### src/rtl/uer_pkg.sv
// Shared types and constants for the ultrasonic echo ranging unit.
// No dependencies; imported by uer_dist_conv and ultrasonic_echo_ranging_unit.
`timescale 1ns / 1ps
`default_nettype none

package uer_pkg;

  // Item field widths.
  localparam int CMD_W  = 2;
  localparam int CHAN_W = 3;
  localparam int TS_W   = 32;
  localparam int MASK_W = 5;
  localparam int DIST_W = 16;

  // Commands carried in the input tuser field.
  typedef enum logic [CMD_W-1:0] {
    CMD_TRIGGER = 2'd0,
    CMD_ECHO    = 2'd1,
    CMD_READ    = 2'd2
  } cmd_e;

  // distance = 165000 * dt / 72000000 = 11 * dt / 4800 (truncating).
  // Any dt at or above SAT_TICKS gives more than 65535 mm.
  localparam logic [TS_W-1:0] SAT_TICKS = 32'd28597528;

  // Below SAT_TICKS, dt fits in DT_W bits and 11*dt/4800 equals
  // (dt * RECIP) >> RECIP_SHIFT exactly.
  localparam int DT_W        = 25;
  localparam int RECIP_W     = 30;
  localparam int RECIP_SHIFT = 38;
  localparam logic [RECIP_W-1:0] RECIP = 30'd629928537;

  localparam logic [DIST_W-1:0] DIST_MAX = 16'hFFFF;

  // One result item.
  typedef struct packed {
    logic [MASK_W-1:0] armed_mask;
    logic [MASK_W-1:0] trigger_pulse;
    logic              measure_done;
    logic [DIST_W-1:0] distance;
  } result_t;

endpackage

`default_nettype wire

### src/rtl/uer_dist_conv.sv
// Two-stage conversion of an echo pulse width in 72 MHz ticks to millimeters.
// Depends on uer_pkg for widths and the reciprocal constant.
`timescale 1ns / 1ps
`default_nettype none

module uer_dist_conv import uer_pkg::*; (
  input  logic              clk_i,
  input  logic [TS_W-1:0]   dt_i,
  output logic [DIST_W-1:0] dist_o
);

  localparam int PROD_W = DT_W + RECIP_W;

  logic [DT_W-1:0]   dt_q;
  logic              sat_q;
  logic [PROD_W-1:0] prod;
  logic [DIST_W-1:0] dist_q;

  // The product by the reciprocal replaces the division by 4800/11.
  assign prod = PROD_W'(dt_q) * PROD_W'(RECIP);

  always_ff @(posedge clk_i) begin
    dt_q   <= dt_i[DT_W-1:0];
    sat_q  <= (dt_i >= SAT_TICKS);
    dist_q <= sat_q ? DIST_MAX : prod[RECIP_SHIFT +: DIST_W];
  end

  assign dist_o = dist_q;

endmodule

`default_nettype wire

### src/rtl/ultrasonic_echo_ranging_unit.sv
// Top level of the multi-channel ultrasonic echo ranging unit.
// Depends on uer_pkg and uer_dist_conv.
`timescale 1ns / 1ps
`default_nettype none

// The unit takes one command item per clock cycle and returns exactly one
// result item for each, in order. A trigger item arms the channels in its
// mask, clears their stored distances and reports them as trigger pulses.
// An echo item samples one channel's echo level with a 72 MHz timestamp; a
// rising edge on an armed channel records the start time, and a falling edge
// on an armed channel disarms it and yields the distance in millimeters,
// saturated at 65535. A read item returns the stored distance of a channel.
// Each item passes through the pipeline stages before its result appears
// at the output: in the first the start-time memory data arrives and the
// pulse width is formed by a subtraction, in the second the 25 x 30 bit
// reciprocal multiply runs while the distance memory is read, and in the
// third the result is assembled and queued and, for a completed measurement,
// written to the distance memory. Both memories are read through a register,
// and a write followed at once by a read of the same channel is forwarded.
// Results wait in an eight-item output queue, so the input keeps
// taking items while results are stalled; s_axis_tready_o drops only when
// the queued plus in-flight items reach eight. With the output always ready
// the sustained rate is one item per cycle. No clearing pass is needed after
// reset: per-channel valid bits make unwritten entries read as zero.

module ultrasonic_echo_ranging_unit import uer_pkg::*; #(
  parameter int CHANNELS = 5
) (
  input  logic        clk_i,
  input  logic        rst_ni,
  // Input items.
  input  logic        s_axis_tvalid_i,
  output logic        s_axis_tready_o,
  // tdata: channel[2:0], level[3], timestamp[35:4], trigger_mask[40:36].
  input  logic [47:0] s_axis_tdata_i,
  // tuser: cmd[1:0].
  input  logic [1:0]  s_axis_tuser_i,
  // Result items.
  output logic        m_axis_tvalid_o,
  input  logic        m_axis_tready_i,
  // tdata: distance[15:0], trigger_pulse[20:16], armed_mask[25:21].
  output logic [31:0] m_axis_tdata_o,
  // tuser: measure_done[0].
  output logic        m_axis_tuser_o
);

  localparam int AW         = (CHANNELS > 1) ? $clog2(CHANNELS) : 1;
  localparam int MW         = (CHANNELS > MASK_W) ? CHANNELS : MASK_W;
  localparam int FIFO_DEPTH = 8;
  localparam int FP_W       = $clog2(FIFO_DEPTH);
  localparam int CNT_W      = FP_W + 1;

  // Input field unpacking.
  logic [CHAN_W-1:0] in_channel;
  logic              in_level;
  logic [TS_W-1:0]   in_timestamp;
  logic [MASK_W-1:0] in_tmask;
  logic              in_accept;

  assign in_channel   = s_axis_tdata_i[2:0];
  assign in_level     = s_axis_tdata_i[3];
  assign in_timestamp = s_axis_tdata_i[35:4];
  assign in_tmask     = s_axis_tdata_i[40:36];
  assign in_accept    = s_axis_tvalid_i && s_axis_tready_o;

  // Channel state kept in flip-flops.
  logic [CHANNELS-1:0] levels_q, levels_d;
  logic [CHANNELS-1:0] armed_q, armed_d;
  logic [CHANNELS-1:0] svalid_q;   // start time written since reset
  logic [CHANNELS-1:0] dvalid_q, dvalid_d;   // distance holds a value

  // ---------------------------------------------------------------------
  // Stage 1: start-time memory data arrives; levels and armed are updated.
  // ---------------------------------------------------------------------
  logic              s1_valid_q;
  cmd_e              s1_cmd_q;
  logic [CHAN_W-1:0] s1_ch_q;
  logic              s1_level_q;
  logic [TS_W-1:0]   s1_ts_q;
  logic [MASK_W-1:0] s1_tmask_q;

  always_ff @(posedge clk_i or negedge rst_ni) begin
    if (!rst_ni) begin
      s1_valid_q <= 1'b0;
    end else begin
      s1_valid_q <= in_accept;
    end
  end

  always_ff @(posedge clk_i) begin
    if (in_accept) begin
      s1_cmd_q   <= cmd_e'(s_axis_tuser_i);
      s1_ch_q    <= in_channel;
      s1_level_q <= in_level;
      s1_ts_q    <= in_timestamp;
      s1_tmask_q <= in_tmask;
    end
  end

  // Start-time memory with a one-entry forwarding register for the last write.
  logic [TS_W-1:0] st_mem [CHANNELS];
  logic [TS_W-1:0] st_rdata_q;
  logic            st_we;
  logic            sw_valid_q;
  logic [AW-1:0]   sw_idx_q;
  logic [TS_W-1:0] sw_data_q;

  logic [AW-1:0]       s1_idx;
  logic                s1_ok;
  logic [MW-1:0]       s1_tm_wide;
  logic [CHANNELS-1:0] s1_trig;
  logic                s1_was_high;
  logic                s1_is_armed;
  logic [TS_W-1:0]     s1_start;
  logic [TS_W-1:0]     s1_dt;
  logic                s1_done;
  logic [CHANNELS-1:0] s1_pulse;
  logic [MW-1:0]       s1_pulse_wide;
  logic [MW-1:0]       s1_armed_wide;

  assign s1_idx        = AW'(s1_ch_q);
  assign s1_ok         = (32'(s1_ch_q) < CHANNELS);
  assign s1_tm_wide    = MW'(s1_tmask_q);
  assign s1_trig       = s1_tm_wide[CHANNELS-1:0];
  assign s1_was_high   = levels_q[s1_idx];
  assign s1_is_armed   = armed_q[s1_idx];
  assign s1_start      = (sw_valid_q && (sw_idx_q == s1_idx)) ? sw_data_q :
                         (svalid_q[s1_idx] ? st_rdata_q : '0);
  assign s1_dt         = s1_ts_q - s1_start;
  assign s1_pulse_wide = MW'(s1_pulse);
  assign s1_armed_wide = MW'(armed_d);

  always_comb begin
    levels_d = levels_q;
    armed_d  = armed_q;
    st_we    = 1'b0;
    s1_done  = 1'b0;
    s1_pulse = '0;
    if (s1_valid_q) begin
      unique case (s1_cmd_q)
        CMD_TRIGGER: begin
          armed_d  = armed_q | s1_trig;
          s1_pulse = s1_trig;
        end
        CMD_ECHO: begin
          if (s1_ok) begin
            if (s1_level_q) begin
              st_we            = !s1_was_high && s1_is_armed;
              levels_d[s1_idx] = 1'b1;
            end else begin
              if (s1_was_high && s1_is_armed) begin
                armed_d[s1_idx] = 1'b0;
                s1_done         = 1'b1;
              end
              levels_d[s1_idx] = 1'b0;
            end
          end
        end
        default: begin
        end
      endcase
    end
  end

  always_ff @(posedge clk_i or negedge rst_ni) begin
    if (!rst_ni) begin
      levels_q   <= '0;
      armed_q    <= '0;
      svalid_q   <= '0;
      sw_valid_q <= 1'b0;
    end else begin
      levels_q   <= levels_d;
      armed_q    <= armed_d;
      sw_valid_q <= st_we;
      if (st_we) begin
        svalid_q[s1_idx] <= 1'b1;
      end
    end
  end

  always_ff @(posedge clk_i) begin
    if (st_we) begin
      st_mem[s1_idx] <= s1_ts_q;
    end
    st_rdata_q <= st_mem[AW'(in_channel)];
    sw_idx_q   <= s1_idx;
    sw_data_q  <= s1_ts_q;
  end

  // ---------------------------------------------------------------------
  // Stages 2 and 3: pulse width to millimeters; distance memory access.
  // ---------------------------------------------------------------------
  logic [DIST_W-1:0] conv_dist;

  uer_dist_conv u_dist_conv (
    .clk_i  (clk_i),
    .dt_i   (s1_dt),
    .dist_o (conv_dist)
  );

  logic                s2_valid_q, s3_valid_q;
  cmd_e                s2_cmd_q, s3_cmd_q;
  logic [AW-1:0]       s2_idx_q, s3_idx_q;
  logic                s2_ok_q, s3_ok_q;
  logic                s2_done_q, s3_done_q;
  logic [MASK_W-1:0]   s2_pulse_q, s3_pulse_q;
  logic [MASK_W-1:0]   s2_amask_q, s3_amask_q;
  logic [CHANNELS-1:0] s2_clr_q, s3_clr_q;

  always_ff @(posedge clk_i or negedge rst_ni) begin
    if (!rst_ni) begin
      s2_valid_q <= 1'b0;
      s3_valid_q <= 1'b0;
    end else begin
      s2_valid_q <= s1_valid_q;
      s3_valid_q <= s2_valid_q;
    end
  end

  always_ff @(posedge clk_i) begin
    s2_cmd_q   <= s1_cmd_q;
    s2_idx_q   <= s1_idx;
    s2_ok_q    <= s1_ok;
    s2_done_q  <= s1_done;
    s2_pulse_q <= s1_pulse_wide[MASK_W-1:0];
    s2_amask_q <= s1_armed_wide[MASK_W-1:0];
    s2_clr_q   <= s1_pulse;
    s3_cmd_q   <= s2_cmd_q;
    s3_idx_q   <= s2_idx_q;
    s3_ok_q    <= s2_ok_q;
    s3_done_q  <= s2_done_q;
    s3_pulse_q <= s2_pulse_q;
    s3_amask_q <= s2_amask_q;
    s3_clr_q   <= s2_clr_q;
  end

  // Distance memory, read in stage 2 and written at the end of stage 3.
  logic [DIST_W-1:0] dist_mem [CHANNELS];
  logic [DIST_W-1:0] dm_rdata_q;
  logic              dm_we;
  logic              dw_valid_q;
  logic [AW-1:0]     dw_idx_q;
  logic [DIST_W-1:0] dw_data_q;
  logic [DIST_W-1:0] s3_stored;
  result_t           s3_result;

  assign dm_we     = s3_valid_q && s3_done_q;
  assign s3_stored = !dvalid_q[s3_idx_q] ? '0 :
                     ((dw_valid_q && (dw_idx_q == s3_idx_q)) ? dw_data_q : dm_rdata_q);

  always_comb begin
    dvalid_d = dvalid_q;
    if (s3_valid_q) begin
      dvalid_d = dvalid_q & ~s3_clr_q;
      if (s3_done_q) begin
        dvalid_d[s3_idx_q] = 1'b1;
      end
    end
  end

  always_comb begin
    s3_result.armed_mask    = s3_amask_q;
    s3_result.trigger_pulse = s3_pulse_q;
    s3_result.measure_done  = s3_done_q;
    if (s3_done_q) begin
      s3_result.distance = conv_dist;
    end else if ((s3_cmd_q == CMD_READ) && s3_ok_q) begin
      s3_result.distance = s3_stored;
    end else begin
      s3_result.distance = '0;
    end
  end

  always_ff @(posedge clk_i or negedge rst_ni) begin
    if (!rst_ni) begin
      dvalid_q   <= '0;
      dw_valid_q <= 1'b0;
    end else begin
      dvalid_q   <= dvalid_d;
      dw_valid_q <= dm_we;
    end
  end

  always_ff @(posedge clk_i) begin
    if (dm_we) begin
      dist_mem[s3_idx_q] <= conv_dist;
    end
    dm_rdata_q <= dist_mem[s2_idx_q];
    dw_idx_q   <= s3_idx_q;
    dw_data_q  <= conv_dist;
  end

  // ---------------------------------------------------------------------
  // Output queue. Admission counts items still in the pipeline, so a push
  // always finds room.
  // ---------------------------------------------------------------------
  result_t          fifo_mem [FIFO_DEPTH];
  logic [FP_W-1:0]  wr_ptr_q, rd_ptr_q;
  logic [CNT_W-1:0] fifo_cnt_q;
  logic [1:0]       inflight;
  logic [CNT_W-1:0] occupancy;
  logic             fifo_push, fifo_pop;
  result_t          head;

  assign inflight        = 2'(s1_valid_q) + 2'(s2_valid_q) + 2'(s3_valid_q);
  assign occupancy       = fifo_cnt_q + CNT_W'(inflight);
  assign s_axis_tready_o = (occupancy < CNT_W'(FIFO_DEPTH));
  assign fifo_push       = s3_valid_q;
  assign fifo_pop        = m_axis_tvalid_o && m_axis_tready_i;

  always_ff @(posedge clk_i or negedge rst_ni) begin
    if (!rst_ni) begin
      wr_ptr_q   <= '0;
      rd_ptr_q   <= '0;
      fifo_cnt_q <= '0;
    end else begin
      if (fifo_push) begin
        wr_ptr_q <= wr_ptr_q + 1'b1;
      end
      if (fifo_pop) begin
        rd_ptr_q <= rd_ptr_q + 1'b1;
      end
      fifo_cnt_q <= fifo_cnt_q + CNT_W'(fifo_push) - CNT_W'(fifo_pop);
    end
  end

  always_ff @(posedge clk_i) begin
    if (fifo_push) begin
      fifo_mem[wr_ptr_q] <= s3_result;
    end
  end

  assign head            = fifo_mem[rd_ptr_q];
  assign m_axis_tvalid_o = (fifo_cnt_q != '0);
  assign m_axis_tdata_o  = {6'd0, head.armed_mask, head.trigger_pulse, head.distance};
  assign m_axis_tuser_o  = head.measure_done;

  // ---------------------------------------------------------------------
  // Assertions.
  // ---------------------------------------------------------------------
  a_queue_credit: assert property (@(posedge clk_i) disable iff (!rst_ni)
    occupancy <= CNT_W'(FIFO_DEPTH))
    else $error("output queue admitted more items than it can hold");

  a_done_is_echo: assert property (@(posedge clk_i) disable iff (!rst_ni)
    (s3_valid_q && s3_done_q) |-> ((s3_cmd_q == CMD_ECHO) && s3_ok_q))
    else $error("measurement completed by an item that is not a valid echo");

  a_done_disarms: assert property (@(posedge clk_i) disable iff (!rst_ni)
    (s2_valid_q && s2_done_q) |-> !armed_q[s2_idx_q])
    else $error("channel still armed after a completed measurement");

  a_start_written: assert property (@(posedge clk_i) disable iff (!rst_ni)
    st_we |=> (svalid_q[sw_idx_q] && sw_valid_q))
    else $error("start time write not recorded for forwarding");

endmodule

`default_nettype wire

### config.mk
export PLATFORM = sky130hd
export DESIGN_NAME = ultrasonic_echo_ranging_unit
export DESIGN_NICKNAME = d
export VERILOG_FILES = /design/src/rtl/uer_pkg.sv /design/src/rtl/uer_dist_conv.sv /design/src/rtl/ultrasonic_echo_ranging_unit.sv
export SDC_FILE = /design/constraint.sdc
export NUM_CORES = 1
export LEC_CHECK = 0
export ABC_AREA = 1
export CORE_MARGIN = 2
export CORE_UTILIZATION = 55
export DETAILED_ROUTE_END_ITERATION = 6
export DONT_BUFFER_PORTS = 1
export HOLD_SLACK_MARGIN = 0.02
export PLACE_DENSITY = 0.7
export SLEW_MARGIN = 30
export SYNTH_ARGS = -nofsm -noshare
export SYNTH_HDL_FRONTEND = slang
export SYNTH_SLANG_ARGS = --single-unit
### constraint.sdc
create_clock -name clk_i -period 7.4 [get_ports clk_i]
set_clock_uncertainty 0.05 [all_clocks]
set_input_delay 1.11 -clock clk_i [delete_from_list [all_inputs] [get_ports clk_i]]
set_output_delay 1.11 -clock clk_i [all_outputs]
set_load 0.03 [all_outputs]
==> flow_summary.toml, run 1 <==
[floorplanning]
core_area_mm2 = 0.07173
rows = 98
die_height_um = 273.7
dieArea_mm2 = 0.07493
start_util_pct = 55.78
die_w_um = 273.7
io_pins = 89

[synth]
netlist.area_leader.share_pct = 37.45
ys_ff_latch = 709
yosysWarningCount = 0
yosysTopAreaCell = "edfxtp_1"
syn_area_mm2 = 0.04001
synth_seq_area_share_pct = 48.39
ys_top_cells_by_area = "edfxtp_1, fa_1, ha_1"
syn_inst = 3957
synth_cell_types = 52
synth_ff_type = "edfxtp_1"
async_flop_share_pct = 4.937
synth.avg_cell_area_um2 = 10.11
synth_edf_count = 499

[clock_network]
clock_path_buffers = 3
ctsResizeCount = 0
ctsHoldBuffers = 0
cts_sinks = 709
clk_pin_slew_ns = 0.06
cts-root-buf = "clkbuf_16"
clk_latency_ns = 0.64
post-cts-setup-buffers = 0
cts_tree = "built"
cts_buffers = 73
h-tree-depth = 3

[worst_setup_path]
crit_family = "adder cells"
rrSetupSlack_ns = 0.95
timing.critical_path.to_type = "flip-flop"
crit_buf_inv = 4
cp_slowest_cell = "dfxtp_1"
crit_path_frequent_cell = "fa_1"
crit_arrival_ns = 6.87
startpoint = "u_dist_conv.dt_q[5]"
cp_slowest_stage_delay_ns = 0.67
reg2reg_to = "u_dist_conv.dist_o[7]"
r2r-start = "u_dist_conv.dt_q[5]"
crit_required_ns = 7.83
cp_cell_sequence = "fa_1 -> fa_1 -> inv_1 -> fa_1 -> inv_1 -> fa_1 -> fa_1 -> inv_1 -> fa_1 -> inv_1 -> fa_1 -> ha_1 -> a21oi_1 -> o21ai_0 -> a21oi_1 -> nor2_1 -> a211oi_1 -> nand2_1 -> nand2_1 -> nand3_1"
cp-start-kind = "flip-flop"
ff2ff_path_depth = 20
worst-path-max-fanout = 8
path_class = "reg2reg"

[global_route]
met3_usage_pct = 3.807
grt_usage_pct = 24.60
grt_pass1_vias = 26350
antenna_found_initial = 1
use_met2_pct = 42.54
grt.overflow.total = 0
busiest_layer = "met2"
use_met1_pct = 32.01
grt_pass1_wl_mm = 142.5
grt_max_degree = 67

[routing]
first_pass_iters = 6
drt_wl_total_mm = 89.75
vias = 26370
drtIter0Drc = 1880
drc = 0
viasPerCell = 5.285
wire_per_inst_um = 17.99
postRouteAntennaNets = 0

[status]
status = "completed"

[layout]
final_nets = 4592
area_delta_synth_final_pct = 9.287
drive_above_1_share_pct = 5.868
nFillCells = 5844
most-common-layout-cells = "inv_1, nor2_1, edfxtp_1, nand2_1, ha_1"
layout_commonest_cell = "inv_1"

[placed_design]
dpl.hpwl_mm = 66.10
place.gp.congestion = 0.9758
port_buffers = 0

[sta]
slew_headroom_pct = 34.87
period_share_pct = 87.11
rsz0062_at_grt = "false"
setup_tns_ns = 0
tightestPinTransition_ns = 0.9725
slew_violations = 0
fmax_mhz = 155.1
finalSetupViolCount = 0
period_needed_ns = 6.446
hold_violations = 0

[flow_run]
cap_violations = 0

[hold_path]
hp-class = "in2async"
==> worst max path at each step <==
stage	end	slack, ns	cells after the start
2_1_floorplan	u_dist_conv.dist_o[7]	1.70	22
4_1_cts	u_dist_conv.dist_o[8]	0.98	23
5_1_grt	u_dist_conv.dist_o[8]	0.61	21
3_3_place_gp	u_dist_conv.dist_o[8]	1.03	23
6_report	u_dist_conv.dist_o[7]	0.95	20
3_5_place_dp	u_dist_conv.dist_o[8]	1.0	23
==> area by class of cell <==
class                           count  area [um^2]  share of cell area, %
Antenna cell                        1        2.502               0.005722
Tap cell                          950         1189                  2.718
Multi-Input combinational cell   2448        17670                  40.41
Inverter                          703         2639                  6.034
Clock buffer                       97         2049                  4.687
Timing Repair Buffer               44        330.3                 0.7554
Clock inverter                     38        479.2                  1.096
Sequential cell                   709        19370                  44.29
==> registers in the layout, summed over array words and instances, names as in the netlist, 4 cells and up, named ones only <==
register / count
dw_data_q: 16
st_rdata_q: 32
s2_amask_q: 5
svalid_q: 5
dist_mem: 80
dvalid_q: 5
s3_amask_q: 5
fifo_cnt_q: 4
armed_q: 5
sw_data_q: 32
u_dist_conv.dist_o: 16
s1_ts_q: 32
st_mem: 160
dm_rdata_q: 16
s3_clr_q: 5
s1_tm_wide: 5
u_dist_conv.dt_q: 25
s2_clr_q: 5
fifo_mem: 216
==> cell usage after synthesis (all sizes together) (6+ instances only) <==
master    n
or2      10
nor3     11
edfxtp  499
o21ai   290
nand3    85
fa      261
xnor2    12
nand2   482
clkbuf   70
dfxtp   175
buf      32
nand4    23
o21bai    8
mux2     14
a21oi   131
a31oi    84
dfrtp    35
ha      298
nand3b    6
o22ai    30
nor2    640
inv     701
a21o      7
xor2     12
==> cell families (layout without fill, tap and decap cells) <==
family                   count (synthesis)  count (layout)  synth area share (%)
AND/OR/NAND/NOR                       1269            1269                 12.78
AO/OA/AOI/OAI                          576             576                 7.861
other                                    1               7              0.009372
buffers and inverters                  805             882                 7.639
adder cells (fa/ha/maj)                559             559                 22.38
flip-flops                             709             709                 48.39
XOR/XNOR                                24              24                0.5441
multiplexers                            14              14                0.3940
==> layer usage <==
metal,vias up,wire length [um]
met4,0,2517
met1,12690,38170
met3,151,4840
met2,626,44230
met5,-,0
li1,12910,-
==> metrics by stage <==
step / instance area, um^2 / instances / hold WS (ns) / setup slack (ns) / utilization (%)
2_1_floorplan: 40030 / 3962 / 0.2596 / 1.700 / -
3_3_place_gp: 41200 / 4854 / 0.2615 / 1.028 / 57.43
3_5_place_dp: 41200 / 4854 / 0.2621 / 0.9957 / 57.43
4_1_cts: 43730 / 4989 / 0.08902 / 0.9768 / 60.96
5_1_grt: 43730 / 4989 / 0.09398 / 0.6099 / 60.96
6_report: 43730 / 4990 / 0.1133 / 0.9538 / 60.96
Power of run 1 is left out: the tool's default activity adds up to more than one toggle a clock period on the data nets, which glitch-free logic cannot reach.
==> run 2, diff against run 1 <==
CTS_BUF_LIST = sky130_fd_sc_hd__clkbuf_16   (was unset)
==> run 2 against run 1 <==
  * Flip-flop and latch count did not move
  * Setup slack got worse by 0.0096 ns
  * Via count fell by 0.16%
  * Clock-buffer cell count fell by 22
  * Worst hold slack improved by 0.012 ns
  * Non-clock buffer count did not move
  * Critical path depth rose by 1
  * Die area did not move
  * Highest routed layer unchanged
==> flow_summary.toml, run 2 (synthesized netlist as in run 1, its figures left out) <==
[sta]
slew_violations = 0
period_share_pct = 87.24
slew_headroom_pct = 36.10
hold_violations = 0
finalSetupViolCount = 0
worst_slack_ns = 0.9442
setup_tns_ns = 0
rsz0062_at_grt = "false"
tightestPinTransition_ns = 0.9540
fmax_mhz = 154.9
period_needed_ns = 6.456

[routing]
vias = 26330
wire_per_inst_um = 17.98
first_pass_iters = 7
viasPerCell = 5.278
drtIter0Drc = 1863
drt_wl_total_mm = 89.69
postRouteAntennaNets = 0
drc = 0

[clock_network]
cts-root-buf = "clkbuf_16"
h-tree-depth = 3
cts_sinks = 709
post-cts-setup-buffers = 0
ctsHoldBuffers = 0
ctsResizeCount = 0
clk_latency_ns = 0.62
cts_tree = "built"
cts_buffers = 73
clock_path_buffers = 3
clk_pin_slew_ns = 0.06

[placed_design]
port_buffers = 0
place.gp.congestion = 0.9758
dpl.cell_count = 4854
post-place-ws_ns = 0.9957
dpl.hpwl_mm = 66.10

[floorplanning]
io_pins = 89
rows = 98
start_util_pct = 55.78
dieArea_mm2 = 0.07493
die_w_um = 273.7
core_area_mm2 = 0.07173
die_height_um = 273.7

[layout]
largest_register = "fifo_mem"
area_delta_synth_final_pct = 9.056
largest_reg_flops = 216
fin_cells = 4989
most-common-layout-cells = "inv_1, nor2_1, edfxtp_1, nand2_1, ha_1"
diodes = 0
layout_commonest_cell = "inv_1"
final_nets = 4592
drive_above_1_share_pct = 5.719
top_regs = "fifo_mem: 216 flops, st_mem: 160 flops, dist_mem: 80 flops"

[global_route]
grt_usage_pct = 24.57
grt_pass1_wl_mm = 142.3
grt.overflow.total = 0
antenna_found_initial = 0
grt_max_degree = 67
grt_pass1_vias = 26320

[hold_path]
hp-class = "in2async"

[worst_setup_path]
cp_slowest_cell = "dfxtp_1"
cp_cell_sequence = "fa_1 -> fa_1 -> inv_1 -> fa_1 -> inv_1 -> fa_1 -> fa_1 -> inv_1 -> fa_1 -> inv_1 -> fa_1 -> ha_1 -> nand2_1 -> nor2_1 -> nand2_1 -> o21ai_0 -> nand2_1 -> nand3_1 -> a21oi_1 -> or2_2 -> nand3_1"
crit_path_frequent_cell = "fa_1"
crit_arrival_ns = 6.95
cp_slowest_stage_delay_ns = 0.67
path_class = "reg2reg"
worst-path-max-fanout = 8
timing.critical_path.to_type = "flip-flop"
cp-start-kind = "flip-flop"
crit_required_ns = 7.90

[status]
status = "completed"

[flow_run]
cap_violations = 0
-- run 2: cell count changes in the layout (fill, tap and decap cells not counted), sizes merged --
cell	delta
inv	+16
clkbuf	-22
diode	-1
clkinv	+6
-- run 2: layout make-up --
cell class | count | area (um^2)
clock inverter | 60 | 561.8
timing repair buffer | 44 | 330.3
multi-input combinational | 2448 | 17670
clock buffer | 75 | 1877
tap | 950 | 1189
fill | 5856 | 28090
sequential | 709 | 19370
inverter | 703 | 2639
-- run 2: final timing paths --
path,start,end,slack (ns),cells after the start
setup / recovery,u_dist_conv.dt_q[5],u_dist_conv.dist_o[8],0.94,21
hold / removal,rst_ni,fifo_cnt_q[1],0.13,0
setup reg to reg,u_dist_conv.dt_q[5],u_dist_conv.dist_o[8],0.94,21
hold reg to reg,s2_clr_q[4],s3_clr_q[4],0.27,0
max in group asynchronous,rst_ni,svalid_q[3],7.06,0
min in group clk_i,s2_clr_q[4],s3_clr_q[4],0.27,0
-- run 2: per-stage QoR --
stage                     utilization, %  area (um^2)  hold WS [ns]
after floorplan                        -        40030        0.2596
after global placement             57.43        41200        0.2615
after detailed placement           57.43        41200        0.2621
after CTS                          60.83        43640       0.09299
after global routing               60.83        43640       0.08991
final                              60.83        43640        0.1250
-- run 2: layer usage --
metal | GRT usage [%] | wire length (um) | up-vias
met5 | 0 | 0 | -
met4 | 7.118 | 2392 | 0
met3 | 3.886 | 4525 | 144
met2 | 42.44 | 44100 | 586
met1 | 32.05 | 38680 | 12680
li1 | - | - | 12920
-- run 2: worst max-delay path: cells and delay by family, from the launching register on --
| kind | cells | cell delay (ns) |
|---|---|---|
| buf+inv | 4 | 0.22 |
| compound gates | 2 | 0.30 |
| fa+ha+maj | 8 | 4.08 |
| flops | 1 | 0.67 |
| simple gates | 7 | 1.07 |
Power of run 2 is left out for the same reason.
